### src/cbt_hash.sv
// Iterative djb2 path fold and node hash / map index unit.
`default_nettype none

module cbt_hash #(
  parameter int ADDR_BITS = 64,
  parameter int MAP_BYTES = 65536
) (
  input  wire logic                         clk,
  input  wire logic                         rst_n,
  input  wire logic                         start_i,
  input  wire logic [ADDR_BITS-1:0]         addr_i,
  input  wire logic [ADDR_BITS-1:0]         seed_i,
  output logic                              busy_o,
  output logic [ADDR_BITS-1:0]              digest_o,
  output logic [ADDR_BITS-1:0]              node_o,
  output logic [$clog2(MAP_BYTES)-1:0]      idx_o
);

  localparam int ADDR_BYTES = (ADDR_BITS + 7) / 8;
  localparam int FOLD_STEPS = (ADDR_BYTES + 1) / 2;
  localparam int FC_W       = $clog2(FOLD_STEPS) + 1;
  localparam int IDX_BITS   = $clog2(MAP_BYTES);
  localparam bit ODD_BYTES  = (ADDR_BYTES % 2) == 1;
  localparam bit MAP_POW2   = (MAP_BYTES & (MAP_BYTES - 1)) == 0;

  logic [ADDR_BITS-1:0] dig_r, sh_r, node_r, node_in, d1, d2;
  logic [FC_W-1:0]      fcnt_r;
  logic                 fbusy_r, two_ok, mod_busy;

  assign node_in = (addr_i >> 4) ^ (addr_i << 8);

  // two bytes per cycle; an odd byte count leaves one for the last step
  assign two_ok = !(ODD_BYTES && (fcnt_r == FC_W'(FOLD_STEPS - 1)));
  assign d1     = (dig_r << 5) + dig_r + ADDR_BITS'(sh_r[7:0]);
  assign d2     = two_ok ? ((d1 << 5) + d1 + ADDR_BITS'(sh_r[15:8])) : d1;

  always_ff @(posedge clk) begin
    if (!rst_n) begin
      fbusy_r <= 1'b0;
      fcnt_r  <= '0;
    end else if (start_i) begin
      fbusy_r <= 1'b1;
      fcnt_r  <= '0;
    end else if (fbusy_r) begin
      fcnt_r <= fcnt_r + FC_W'(1);
      if (fcnt_r == FC_W'(FOLD_STEPS - 1)) fbusy_r <= 1'b0;
    end
  end

  always_ff @(posedge clk) begin
    if (start_i) begin
      dig_r  <= seed_i;
      sh_r   <= addr_i;
      node_r <= node_in;
    end else if (fbusy_r) begin
      dig_r <= d2;
      sh_r  <= sh_r >> 16;
    end
  end

  generate
    if (MAP_POW2) begin : g_mask
      logic [IDX_BITS-1:0] idx_r;
      always_ff @(posedge clk) begin
        if (start_i) idx_r <= node_in[IDX_BITS+2:3];
      end
      assign idx_o    = idx_r;
      assign mod_busy = 1'b0;
    end else begin : g_mod
      // fold 16-bit digits by 2^(16i) mod MAP_BYTES, then an exact
      // reciprocal multiply and subtract, registered in sum_r, q_r and rem_r
      localparam int QB    = ADDR_BITS - 3;
      localparam int ND    = (QB + 15) / 16;
      localparam int QPAD  = ND * 16;
      localparam int SUM_W = IDX_BITS + 18;
      localparam int R_W   = SUM_W + 2;
      localparam int P_W   = SUM_W + R_W;
      localparam int Q_W   = SUM_W - IDX_BITS + 1;
      localparam int SHIFT = SUM_W + IDX_BITS;
      localparam logic [63:0] RECIP =
        ((64'd1 << SHIFT) + 64'(MAP_BYTES) - 64'd1) / 64'(MAP_BYTES);
      logic [QPAD-1:0]     x_r;
      logic [SUM_W-1:0]    part [ND];
      logic [SUM_W-1:0]    sum_c, sum_r, qm;
      logic [P_W-1:0]      prod;
      logic [Q_W-1:0]      q_r;
      logic [IDX_BITS-1:0] rem_r;
      logic [2:0]          mph_r;

      for (genvar g = 0; g < ND; g++) begin : g_part
        localparam logic [63:0] RES = (64'd1 << (16 * g)) % 64'(MAP_BYTES);
        assign part[g] = SUM_W'(x_r[16*g +: 16]) * SUM_W'(RES);
      end

      always_comb begin
        sum_c = '0;
        for (int j = 0; j < ND; j++) sum_c = sum_c + part[j];
      end

      assign prod = P_W'(sum_r) * P_W'(R_W'(RECIP));
      assign qm   = SUM_W'(q_r) * SUM_W'(MAP_BYTES);

      always_ff @(posedge clk) begin
        if (!rst_n) mph_r <= '0;
        else if (start_i) mph_r <= 3'b001;
        else mph_r <= mph_r << 1;
      end

      always_ff @(posedge clk) begin
        if (start_i) x_r <= QPAD'(node_in[ADDR_BITS-1:3]);
        if (mph_r[0]) sum_r <= sum_c;
        if (mph_r[1]) q_r <= prod[SHIFT +: Q_W];
        if (mph_r[2]) rem_r <= IDX_BITS'(sum_r - qm);
      end

      assign idx_o    = rem_r;
      assign mod_busy = |mph_r;
    end
  endgenerate

  assign busy_o   = fbusy_r | mod_busy;
  assign digest_o = dig_r;
  assign node_o   = node_r;

endmodule

`default_nettype wire

### config.mk
export PLATFORM = sky130hd
export DESIGN_NAME = cbt_hash
export DESIGN_NICKNAME = d
export VERILOG_FILES = /design/src/cbt_hash.sv
export SDC_FILE = /design/constraint.sdc
export NUM_CORES = 1
export LEC_CHECK = 0
export ABC_CLOCK_PERIOD_IN_PS = 6600
export BUFFER_PORTS_ARGS = -buffer_cell sky130_fd_sc_hd__buf_2
export CELL_PAD_IN_SITES_DETAIL_PLACEMENT = 2
export CELL_PAD_IN_SITES_GLOBAL_PLACEMENT = 2
export CORE_ASPECT_RATIO = 0.6
export CORE_MARGIN = 8
export CORE_UTILIZATION = 37
export DETAILED_ROUTE_END_ITERATION = 7
export GPL_TIMING_DRIVEN = 0
export HOLD_SLACK_MARGIN = 0.06
export PLACE_DENSITY_LB_ADDON = 0.1
export SYNTH_ARGS = -nofsm -noshare
export SYNTH_HDL_FRONTEND = slang
export SYNTH_SLANG_ARGS = --single-unit
### constraint.sdc
create_clock -name clk -period 6.6 [get_ports clk]
set_input_delay 0.66 -clock clk [delete_from_list [all_inputs] [get_ports clk]]
set_output_delay 0.66 -clock clk [all_outputs]
set_load 0.01 [all_outputs]
After elaboration in Yosys (flattened, before gate mapping)
Index checks and enable logic that the tools add are counted.

word-level totals
  register bits after elaboration = 212
  input port bits = 131
  output and inout port bits = 145
  logic and storage cells = 23

cells by class
  add/subtract/negate cells = 5
  equality and inequality tests = 1
  multiplexer cells = 7
  bitwise logic cells = 2
  reduce and logical (&&, ||, !) cells = 2

operators with widths
  kind                                                                    count
  64-bit 2-to-1 mux                                                       4
  64-bit adder                                                            2
  64-bit by 8-bit adder with 64-bit output                                2
  60-bit by 64-bit XOR with 64-bit output                                 1
  3-bit by 1-bit adder with 3-bit output (second input constant)          1
  3-bit by 2-bit equality test with 1-bit output (second input constant)  1
  1-bit 2-to-1 mux                                                        3
  2-bit nonzero test                                                      1
  2-bit OR reduction                                                      1
  1-bit NOT                                                               1

Logic depth before layout (Yosys ltp)
Gate-level depths: netlist (run 1).

  depth in word-level cells = 6
  depth in mapped cells = 30
  mapped depth without buffers = 29

Worst setup path before layout (run 1)
Ideal clock, no wire load.

  path type = reg2reg
  start point = reg dig_r[2] (netlist: digest_o[2])
  end point = reg dig_r[60] (netlist: digest_o[60]), data pin
  setup time = 0.264 ns
  arrival = 5.727 ns
  data required time = 6.336 ns
  slack = 0.609 ns
  cell stages (with the launch flop) = 27
  path buffers = 1
  period minus slack after synthesis = 5.991 ns
  cell sequence = edfxtp_1 ha_1 ha_1 a211o_1 a2111oi_4 o21bai_2 a41oi_4 o31ai_1 a21boi_0 o21bai_1 a21oi_1 xnor2_1 ha_1 ha_1 clkbuf_1 and4_1 nand4_1 or2_2 a311oi_1 o21ai_0 nand2b_1 a21oi_1 o21ai_1 a31o_2 nand4_1 a311oi_1 nor3_1

on the way
  word-level cells in the longest chain between the ends = 6

RTL lines
  what                                      line  source
  start: declaration                        26    logic [ADDR_BITS-1:0] dig_r, sh_r, node_r, node_in, d1, d2;
  start signal: assignment                  52    dig_r <= seed_i;
  64-bit adder                              34    assign d1 = (dig_r << 5) + dig_r + ADDR_BITS'(sh_r[7:0]);
  64-bit by 8-bit adder with 64-bit output  34
  64-bit adder                              35    assign d2 = two_ok ? ((d1 << 5) + d1 + ADDR_BITS'(sh_r[15:8])) : d1;
  64-bit by 8-bit adder with 64-bit output  35
  64-bit 2-to-1 mux                         55    end else if (fbusy_r) begin
  64-bit 2-to-1 mux                         51    if (start_i) begin

Every way passes these cells. The select of a mux whose other input is x is not followed.
A chain may end at the register's enable or synchronous reset.

Worst setup path in the final report (run 1)
  start point = reg dig_r[1] (netlist: digest_o[1])
  end point = reg dig_r[58] (netlist: digest_o[58]), data pin

Same word-level chain as after synthesis.

==> results of run 1 <==
==> worst max-delay path, stage by stage (launching register included) <==
cell and delay (ps):
edfxtp_1 410, buf_4 170, fa_1 520, ha_4 320, o211ai_1 150, a21oi_4 240
o211ai_4 160, a2111oi_4 450, or3_4 230, a21o_1 110, a21oi_1 70, xnor2_1 450
ha_1 330, ha_1 420, a21oi_1 240, o21ai_0 240, a21oi_1 320, nand3_2 220
a211oi_4 310, o21ai_1 110, o21a_2 180, a21boi_1 210, xor2_1 220, o21ai_0 100
==> metrics by stage <==
stage	instances	hold slack, ps
final	2524	405
after global routing	2523	389
after CTS	2495	376
after detailed placement	2455	498
after global placement	2453	483
after floorplan	1599	465
==> routing by layer <==
| layer | vias up | GRT usage [%] |
|---|---|---|
| met5 | - | 0 |
| met4 | 8 | 5.46 |
| met3 | 65 | 4.09 |
| met2 | 294 | 39.4 |
| met1 | 7231 | 34.4 |
| li1 | 6617 | - |
==> logic make-up (layout without fill, tap and decap cells) <==
family / Yosys count / count (layout) / share of synthesized area (%)
AOI/OAI and AO/OA: 464 / 464 / 18.4
xor gates and xnor gates: 180 / 180 / 9.75
adders and majority gates: 248 / 248 / 19.3
buffers and inverters: 110 / 453 / 2.93
DFF: 196 / 196 / 35.7
muxes: 53 / 53 / 3.63
other: 0 / 3 / 0
and+or+nand+nor: 348 / 348 / 10.4
==> area by class of cell <==
| type | count | area [µm²] |
|---|---|---|
| buffer | 58 | 285 |
| antenna | 3 | 7.51 |
| multi-input combinational | 1293 | 10800 |
| tap | 579 | 724 |
| fill | 4619 | 23300 |
| clock inverter | 15 | 245 |
| inverter | 38 | 143 |
| sequential | 196 | 5850 |
| timing repair buffer | 325 | 1790 |
| clock buffer | 17 | 425 |
==> layout by cell type (no fill, tap or decap), types with 23 or more instances in the layout <==
cell type    n
buf_2      280
ha_1       216
edfxtp_1   192
nand2_1    132
o21ai_0    114
a21oi_1    109
xor2_1      96
a21o_1      68
buf_4       65
xnor2_1     61
nor2_1      55
mux2_2      52
inv_1       38
clkbuf_1    33
nand4_1     30
and2_1      26
nand3_1     23
==> sequential cells by signal, summed over array words and instances, names as in the netlist <==
signal / cells
busy_o: 1
digest_o: 64
node_o: 64
sh_r: 64
fcnt_r: 3
==> repair_timing <==
action,in CTS,in global routing
gates resized for setup,56,81
endpoints found under the setup margin,30,20
pin swaps,20,46
buffers inserted,14,34
==> worst paths after layout <==
path | startpoint | to | slack [ps] | cells past startpoint
min reg2reg | fcnt_r[2]$_SDFFE_PP0P_ | fcnt_r[2]$_SDFFE_PP0P_ | 510 | 2
max | digest_o[1]$_DFFE_PP_ | digest_o[58]$_DFFE_PP_ | 150 | 23
max reg2reg | digest_o[1]$_DFFE_PP_ | digest_o[58]$_DFFE_PP_ | 150 | 23
min | addr_i[52] | node_o[60]$_DFFE_PP_ | 410 | 1
==> out/metrics.cfg, run 1 <==
[drt]
top_layer = met5
dr.pass1.iters = 5
post_drt_wl_per_cell_um = 26.0
drtIter0Drc = 833
drc = 0
dr_total_vias = 14215
wl_met3_mm = 2.71
vias_per_cell = 5.63
wl_met1_mm = 31.8
drtAntennaViolNets = 0
totalWireLength_mm = 65.5
wl_met2_mm = 29.9

[status]
status = complete, no violations

[timing]
period_share_pct = 97.7
max_freq_mhz = 155
drv_slew = 0
setup_viol = 0
skew_ps = 21.3
period_needed_ps = 6450
tns_ps = 0
final.setup.worst_slack_ps = 153
hold_viol_final = 0
max_slew_margin_pct = 17.0
worst_pin_slew_ps = 1240

[setup_path]
cp_data_arrival_time_ps = 6660
startpoint_type = register
end_kind = register
setup.worst_path.class = register to register
crit_path_max_fanout = 6
worstPathRequired_ps = 6810

[synthesis]
synth.distinct_cells = 78
ys_seq_area_share_pct = 35.7
syn_avg_cell_area_um2 = 10.3
yosys-top-cells-area = edfxtp_1 (35%), ha_1 (18%), xor2_1 (5.5%), xnor2_1 (4.0%), o21ai_0 (3.9%)
ys_seq_elements = 196
synth_top_area_share_pct = 35.2
synthArstFlopShare_pct = 0
synthFlopType = edfxtp_1
syn_nets = 1978
synth_edf_count = 192
syn_inst = 1599
yosys-top-cells-count = ha_1 (240), edfxtp_1 (192), nand2_1 (133)
yosysMostFrequentCell = ha_1
syn_area_mm2 = 0.0164
yosysTopAreaCell = edfxtp_1
ys_warn_count = 0

[floorplanning]
start_util_pct = 37.6
coreArea_mm2 = 0.0436
die-area_mm2 = 0.0515
die_w_um = 288
pin_count = 276
rows = 59
die_h_um = 179

[grt]
antenna_found_initial = 7
grt_max_degree = 68
grt_pass1_wl_mm = 96.4
grt_pass1_vias = 15329
gr-total-overflow = 0
grt_usage_pct = 24.5

[placement]
port_buffers = 275
place.gp.congestion = 0.847
dp_slack_ps = -1160
dpl.hpwl_mm = 52.0
postPlaceCellArea_mm2 = 0.0186

[worst_hold_path]
hp-class = input port to register

[clock_tree]
clk_pin_slew_ps = 100
cts_tree = yes
h-tree-depth = 4
root_buffer = clkbuf_16
cts_buffers = 17
cts_hold_buf = 0
cts.sinks = 196
insertion_delay_ps = 470
cts_buffer_depth = 2

[flow_run]
drv_cap = 0

[layout]
stdcell_area_mm2 = 0.0202
drive_gt1_share_pct = 28.5
area_growth_pct = 23.5
fin_util_pct = 46.5
nNetsFinal = 2308

Power of run 1 is not shown: default switching activity piles up to over one toggle a cycle in this logic, so the estimate is an artifact.
==> run 2, diff against run 1 <==
Settings changed: CORE_MARGIN 8 to unset, PLACE_DENSITY set to 0.8, PLACE_DENSITY_LB_ADDON 0.1 to unset.
==> out/metrics.cfg, run 2 (synthesis gave the netlist of run 1 again) <==
[status]
status = complete, no violations

[layout]
nNetsFinal = 2317  ; +0.39%
final_cell_mix = buf_2 (280), ha_1 (213), edfxtp_1 (192)
final_common_cell = buf_2
drive_gt1_share_pct = 29.4  ; +0.89 points
stdcell_area_mm2 = 0.0204  ; +0.95%
area_growth_pct = 24.6

[timing]
max_freq_mhz = 153  ; -1.6%
worst_pin_slew_ps = 964  ; -281 ps
period_needed_ps = 6550  ; +105 ps
setup_viol = 0  ; unchanged
skew_ps = 18.1  ; -3.20 ps
hold_viol_final = 0  ; unchanged
drv_slew = 0  ; unchanged
tns_ps = 0  ; unchanged
max_slew_margin_pct = 35.7  ; +19 points
period_share_pct = 99.3  ; +1.6 points
rsz0062_at_grt = true

[placement]
postPlaceCellArea_mm2 = 0.0185  ; about the same
dpl.hpwl_mm = 50.2  ; -3.5%
port_buffers = 275  ; unchanged
place.gp.congestion = 0.859  ; +1.4%

[clock_tree]
cts_hold_buf = 0  ; unchanged
cts_tree = yes
h-tree-depth = 4  ; unchanged
insertion_delay_ps = 470  ; about the same
cts.sinks = 196  ; unchanged
cts_buffers = 17  ; unchanged
cts_buffer_depth = 2  ; unchanged
clk_pin_slew_ps = 100  ; about the same
root_buffer = clkbuf_16

[setup_path]
worstPathRequired_ps = 6820  ; about the same
setup.worst_path.class = register to register
cp_slowest_cell = fa_1
max_stage_delay_ps = 560  ; +40 ps
crit_path_max_fanout = 5  ; -1
cp_common_cell = nand4_1
cp_data_arrival_time_ps = 6770  ; +110 ps
end_kind = register
startpoint_type = register

[drt]
post_drt_wl_per_cell_um = 26.2  ; +0.90%
vias_per_cell = 5.73  ; +1.7%
drc = 0  ; unchanged
dr_total_vias = 14503  ; +2.0%
drtIter0Drc = 743  ; -11%
drtAntennaViolNets = 0  ; unchanged
totalWireLength_mm = 66.3  ; +1.3%
dr.pass1.iters = 5  ; unchanged

[grt]
gr-total-overflow = 0  ; unchanged
grt_pass1_wl_mm = 95.2  ; -1.3%
grt_pass1_vias = 15502  ; +1.1%
antenna_found_initial = 3  ; -4
grt_usage_pct = 28.0  ; +3.5 points
grt_max_degree = 68  ; unchanged

[floorplanning]
die_h_um = 165  ; -7.8%
die_w_um = 274  ; -4.9%
rows = 59  ; unchanged
die-area_mm2 = 0.0452  ; -12%
pin_count = 276  ; unchanged
start_util_pct = 37.7  ; +0.064 points
coreArea_mm2 = 0.0435  ; -0.17%

[worst_hold_path]
hp-class = input port to register

[flow_run]
drv_cap = 0  ; unchanged

==> run 2: cell count changes in the layout (fill, tap and decap cells not counted), moves of 3 or more <==
cell	change
ha_2	-5
xor2_2	-3
ha_4	+8
nor2_1	-3
buf_4	+7
ha_1	-3
==> run 2: metal layers <==
layer / part of all wire, % / up-vias / track usage [%]
li1: - / 6647 / -
met1: 46 / 7462 / 37.7
met2: 48 / 350 / 47.1
met3: 4.7 / 44 / 4.61
met4: 1.2 / 0 / 6.20
met5: 0 / - / 0
==> run 2: critical path, delay by kind of cell, from the launching register on <==
kind,cells,cell delay [ps]
xor+xnor,1,200
simple gates,9,1540
flops,1,450
buf+inv,1,160
fa+ha+maj,4,1430
compound gates,10,2530
==> run 2: what timing repair did <==
action                     in CTS  in global routing
setup buffers                  28                 30
setup endpoints to repair      30                 18
pin swaps                      30                 57
gates resized for setup        78                 79
==> run 2: layout make-up <==
cell class | instances | area, µm²
fillers | 4523 | 23000
multi-input cells | 1293 | 10900
flip-flops and latches | 196 | 5850
repair buffers | 335 | 1880
well taps | 579 | 724
clock buffers | 17 | 425
plain buffers | 57 | 282
clock inverters | 15 | 241
inverters | 38 | 143
diodes | 3 | 7.51
==> run 2: final timing paths <==
path                            slack (ps)                    from                endpoint  depth (start not counted)
worst min-delay path                   390              addr_i[52]    node_o[60]$_DFFE_PP_                          1
worst min register to register         510  fcnt_r[2]$_SDFFE_PP0P_  fcnt_r[2]$_SDFFE_PP0P_                          2
worst max-delay path                    50   digest_o[1]$_DFFE_PP_  digest_o[60]$_DFFE_PP_                         25
worst max register to register          50   digest_o[1]$_DFFE_PP_  digest_o[60]$_DFFE_PP_                         25
==> run 2: per-stage QoR <==
stage | utilization, % | hold slack, ps | std cells | worst slack, ps
after floorplan | - | 465 | 1599 | 609
after global placement | 42.5 | 479 | 2453 | -997
after detailed placement | 42.7 | 509 | 2455 | -1090
after CTS | 45.6 | 382 | 2509 | 12.2
after global routing | 47.0 | 377 | 2532 | -144
final | 47.0 | 393 | 2533 | 47.8
Power of run 2 is left out for the same reason.
==> run 3, diff against run 2 <==
--- a/config.mk
+++ b/config.mk
@@ -6,4 +6,5 @@
 export NUM_CORES = 1
 export LEC_CHECK = 0
+export ABC_AREA = 1
 export ABC_CLOCK_PERIOD_IN_PS = 6600
 export BUFFER_PORTS_ARGS = -buffer_cell sky130_fd_sc_hd__buf_2
@@ -11,9 +12,9 @@
 export CELL_PAD_IN_SITES_GLOBAL_PLACEMENT = 2
 export CORE_ASPECT_RATIO = 0.6
-export CORE_UTILIZATION = 37
+export CORE_UTILIZATION = 34
 export DETAILED_ROUTE_END_ITERATION = 7
 export GPL_TIMING_DRIVEN = 0
 export HOLD_SLACK_MARGIN = 0.06
-export PLACE_DENSITY = 0.8
+export PLACE_DENSITY = 0.81
 export SYNTH_ARGS = -nofsm -noshare
 export SYNTH_HDL_FRONTEND = slang
==> constraint.sdc (replaced) <==
create_clock -name clk -period 6.6 [get_ports clk]
set_input_delay 0.66 -clock clk [delete_from_list [all_inputs] [get_ports clk]]
set_output_delay 0.66 -clock clk [all_outputs]
set_load 0.02 [all_outputs]
==> out/metrics.cfg, run 3 <==
[floorplanning]
die_w_um = 303  ; +11%
rows = 65  ; +10%
die-area_mm2 = 0.0554  ; +23%
pin_count = 276  ; unchanged
start_util_pct = 34.8  ; -2.9 points
die_h_um = 183  ; +11%
coreArea_mm2 = 0.0532  ; +22%

[layout]
area_growth_pct = 16.2
nNetsFinal = 3155  ; +36%
fillCellCount = 6261  ; +38%
multi_input_area_mm2 = 0.0115  ; +5.3%
final_cell_mix = nand2_1 (729), inv_1 (278), buf_2 (276)
seq_area_mm2 = 0.00585  ; unchanged
final_common_cell = nand2_1
drive_gt1_share_pct = 15.0  ; -14 points
stdcell_area_mm2 = 0.0215  ; +5.3%

[clock_tree]
cts_setup_buffers = 0  ; -100%
clk_pin_slew_ps = 90  ; about the same
root_buffer = clkbuf_16
insertion_delay_ps = 500  ; +30 ps
cts_tree = yes
cts_buffers = 17  ; unchanged
cts_buffer_depth = 2  ; unchanged
cts.sinks = 196  ; unchanged
cts_hold_buf = 0  ; unchanged
h-tree-depth = 4  ; unchanged

[synthesis]
synthFlopType = edfxtp_1
ys_seq_area_share_pct = 31.6  ; -4.1 points
yosysTopAreaCell = edfxtp_1
yosys-top-cells-area = edfxtp_1 (31%), ha_1 (16%), nand2_1 (15%), inv_1 (5.7%), nor2_1 (5.4%)
synth_compound_area_share_pct = 11.0  ; -7.4 points
syn_nets = 2860  ; +45%
syn_area_mm2 = 0.0185  ; +13%
synth_top_family_by_area = simple AND/OR/NAND/NOR gates
ys_warn_count = 0  ; unchanged
yosysMostFrequentCell = nand2_1
syn_inst = 2481  ; +55%
ys_seq_elements = 196  ; unchanged
muxShareOfSynthArea_pct = 0.0541  ; -3.6 points
yosys-top-cells-count = nand2_1 (729), inv_1 (279), nor2_1 (265)
synth_xor_area_share_pct = 5.85  ; -3.9 points
synth.distinct_cells = 51  ; -35%
synth_edf_count = 192  ; unchanged
synth_fa_ha_area_share_pct = 17.1  ; -2.2 points
synthArstFlopShare_pct = 0  ; unchanged
synth_top_area_share_pct = 31.1  ; -4.0 points
synth-simple-area-share_pct = 27.4  ; +17 points
syn_avg_cell_area_um2 = 7.46  ; -27%

[timing]
max_freq_mhz = 156  ; +2.5%
skew_ps = 18.0  ; -0.124 ps
drv_slew = 0  ; unchanged
fin_hold_ws_ps = 390  ; -3.21 ps
rsz0062_at_grt = true
max_slew_margin_pct = 21.5  ; -14 points
period_needed_ps = 6390  ; -160 ps
worst_pin_slew_ps = 1180  ; +213 ps
period_share_pct = 96.8  ; -2.4 points
setup_viol = 0  ; unchanged
hold_viol_final = 0  ; unchanged
tns_ps = 0  ; unchanged

[setup_path]
crit_path_max_fanout = 6  ; +1
r2r_cells = 24  ; -4.0%
cp_data_arrival_time_ps = 6600  ; -170 ps
worstPathRequired_ps = 6810  ; about the same
reg2reg_slack_ps = 210  ; +160 ps
setup.worst_path.class = register to register
startpoint_type = register
worstReg2RegStart = digest_o[1]$_DFFE_PP_
r2r_end = digest_o[38]$_DFFE_PP_
end_kind = register

[drt]
vias_per_cell = 5.63  ; -1.7%
dr_total_vias = 19664  ; +36%
dr.pass1.iters = 5  ; unchanged
drtIter0Drc = 1717  ; +130%
drc = 0  ; unchanged
drtAntennaViolNets = 0  ; unchanged
post_drt_wl_per_cell_um = 26.9  ; +2.6%
totalWireLength_mm = 93.9  ; +42%

[grt]
grt_max_degree = 93  ; +37%
grt_usage_pct = 33.8  ; +5.8 points
gr-total-overflow = 0  ; unchanged
grt_pass1_vias = 20732  ; +34%
grt_pass1_wl_mm = 136  ; +43%
antenna_found_initial = 3  ; unchanged

[worst_hold_path]
hp-class = input port to register
hold_depth = 1  ; unchanged
min_from = addr_i[53]
holdPathEnd = node_o[61]$_DFFE_PP_

[placement]
place.gp.congestion = 0.965  ; +12%
postPlaceCellArea_mm2 = 0.0208  ; +12%
port_buffers = 275  ; unchanged
dpl.hpwl_mm = 80.6  ; +61%

[flow_run]
drv_cap = 0  ; unchanged

[status]
status = complete, no violations

-- run 3: through the flow --
step | instances | setup WS, ps | utilization, %
2_1_floorplan | 2481 | 1970 | -
3_3_place_gp | 3459 | -184 | 39.1
3_5_place_dp | 3460 | 160 | 39.1
4_1_cts | 3492 | 107 | 40.3
5_1_grt | 3492 | -18.3 | 40.4
6_report | 3494 | 208 | 40.4
-- run 3: per-layer routing --
| metal | up-vias | GRT usage, % | wire length, µm |
|---|---|---|---|
| met4 | 4 | 7.48 | 1690 |
| met3 | 97 | 7.89 | 8300 |
| met1 | 10081 | 50.8 | 45500 |
| met2 | 711 | 48.3 | 38400 |
| li1 | 8771 | - | - |
| met5 | - | 0 | 26 |
-- run 3: final cells by class --
type	instances	area share [%]
repair buffers	276	6.54
diodes	2	0.0233
inverters	286	5.01
flip-flops and latches	196	27.2
plain buffers	44	1.06
clock buffers	17	1.98
well taps	703	4.09
clock inverters	15	0.826
multi-input cells	1955	53.3
-- run 3: logic make-up after synthesis --
logic type | count (synthesis)
simple gates | 1229
compound gates | 355
fa+ha+maj | 248
buf+inv | 330
flops | 196
mux | 1
xor+xnor | 122
-- run 3: worst max-delay path by stage --
stage / from / end / slack [ps]
floorplan: digest_o[1]$_DFFE_PP_ / digest_o[51]$_DFFE_PP_ / 1970
global placement: start_i / digest_o[40]$_DFFE_PP_ / -180
detailed placement: digest_o[1]$_DFFE_PP_ / digest_o[43]$_DFFE_PP_ / 160
CTS: digest_o[1]$_DFFE_PP_ / digest_o[43]$_DFFE_PP_ / 110
global route: digest_o[1]$_DFFE_PP_ / digest_o[45]$_DFFE_PP_ / -20
finish: digest_o[1]$_DFFE_PP_ / digest_o[38]$_DFFE_PP_ / 210
-- run 3: repair_timing --
item	CTS	global route
endpoints found under the setup margin	0	14
hold endpoints to repair	0	0
resized for setup	0	17
-- run 3: critical path, cell delays in order, from the launching register on --
cell and delay, ps:
edfxtp_1 480, ha_1 330, ha_1 210, inv_1 80, fa_1 480, nand3b_1 180
nand2_1 180, nand3_1 90, nand2_1 170, xor2_1 660, ha_1 360, ha_1 380
nand2_1 140, o21ai_0 370, a21oi_1 140, o21ai_1 230, nand2_1 100, nand2_1 250
inv_1 80, o21ai_1 430, nand2_1 150, nand2_1 100, nand2_1 50, nand3_1 270
nand2_1 170
Power of run 3 is left out for the same reason.
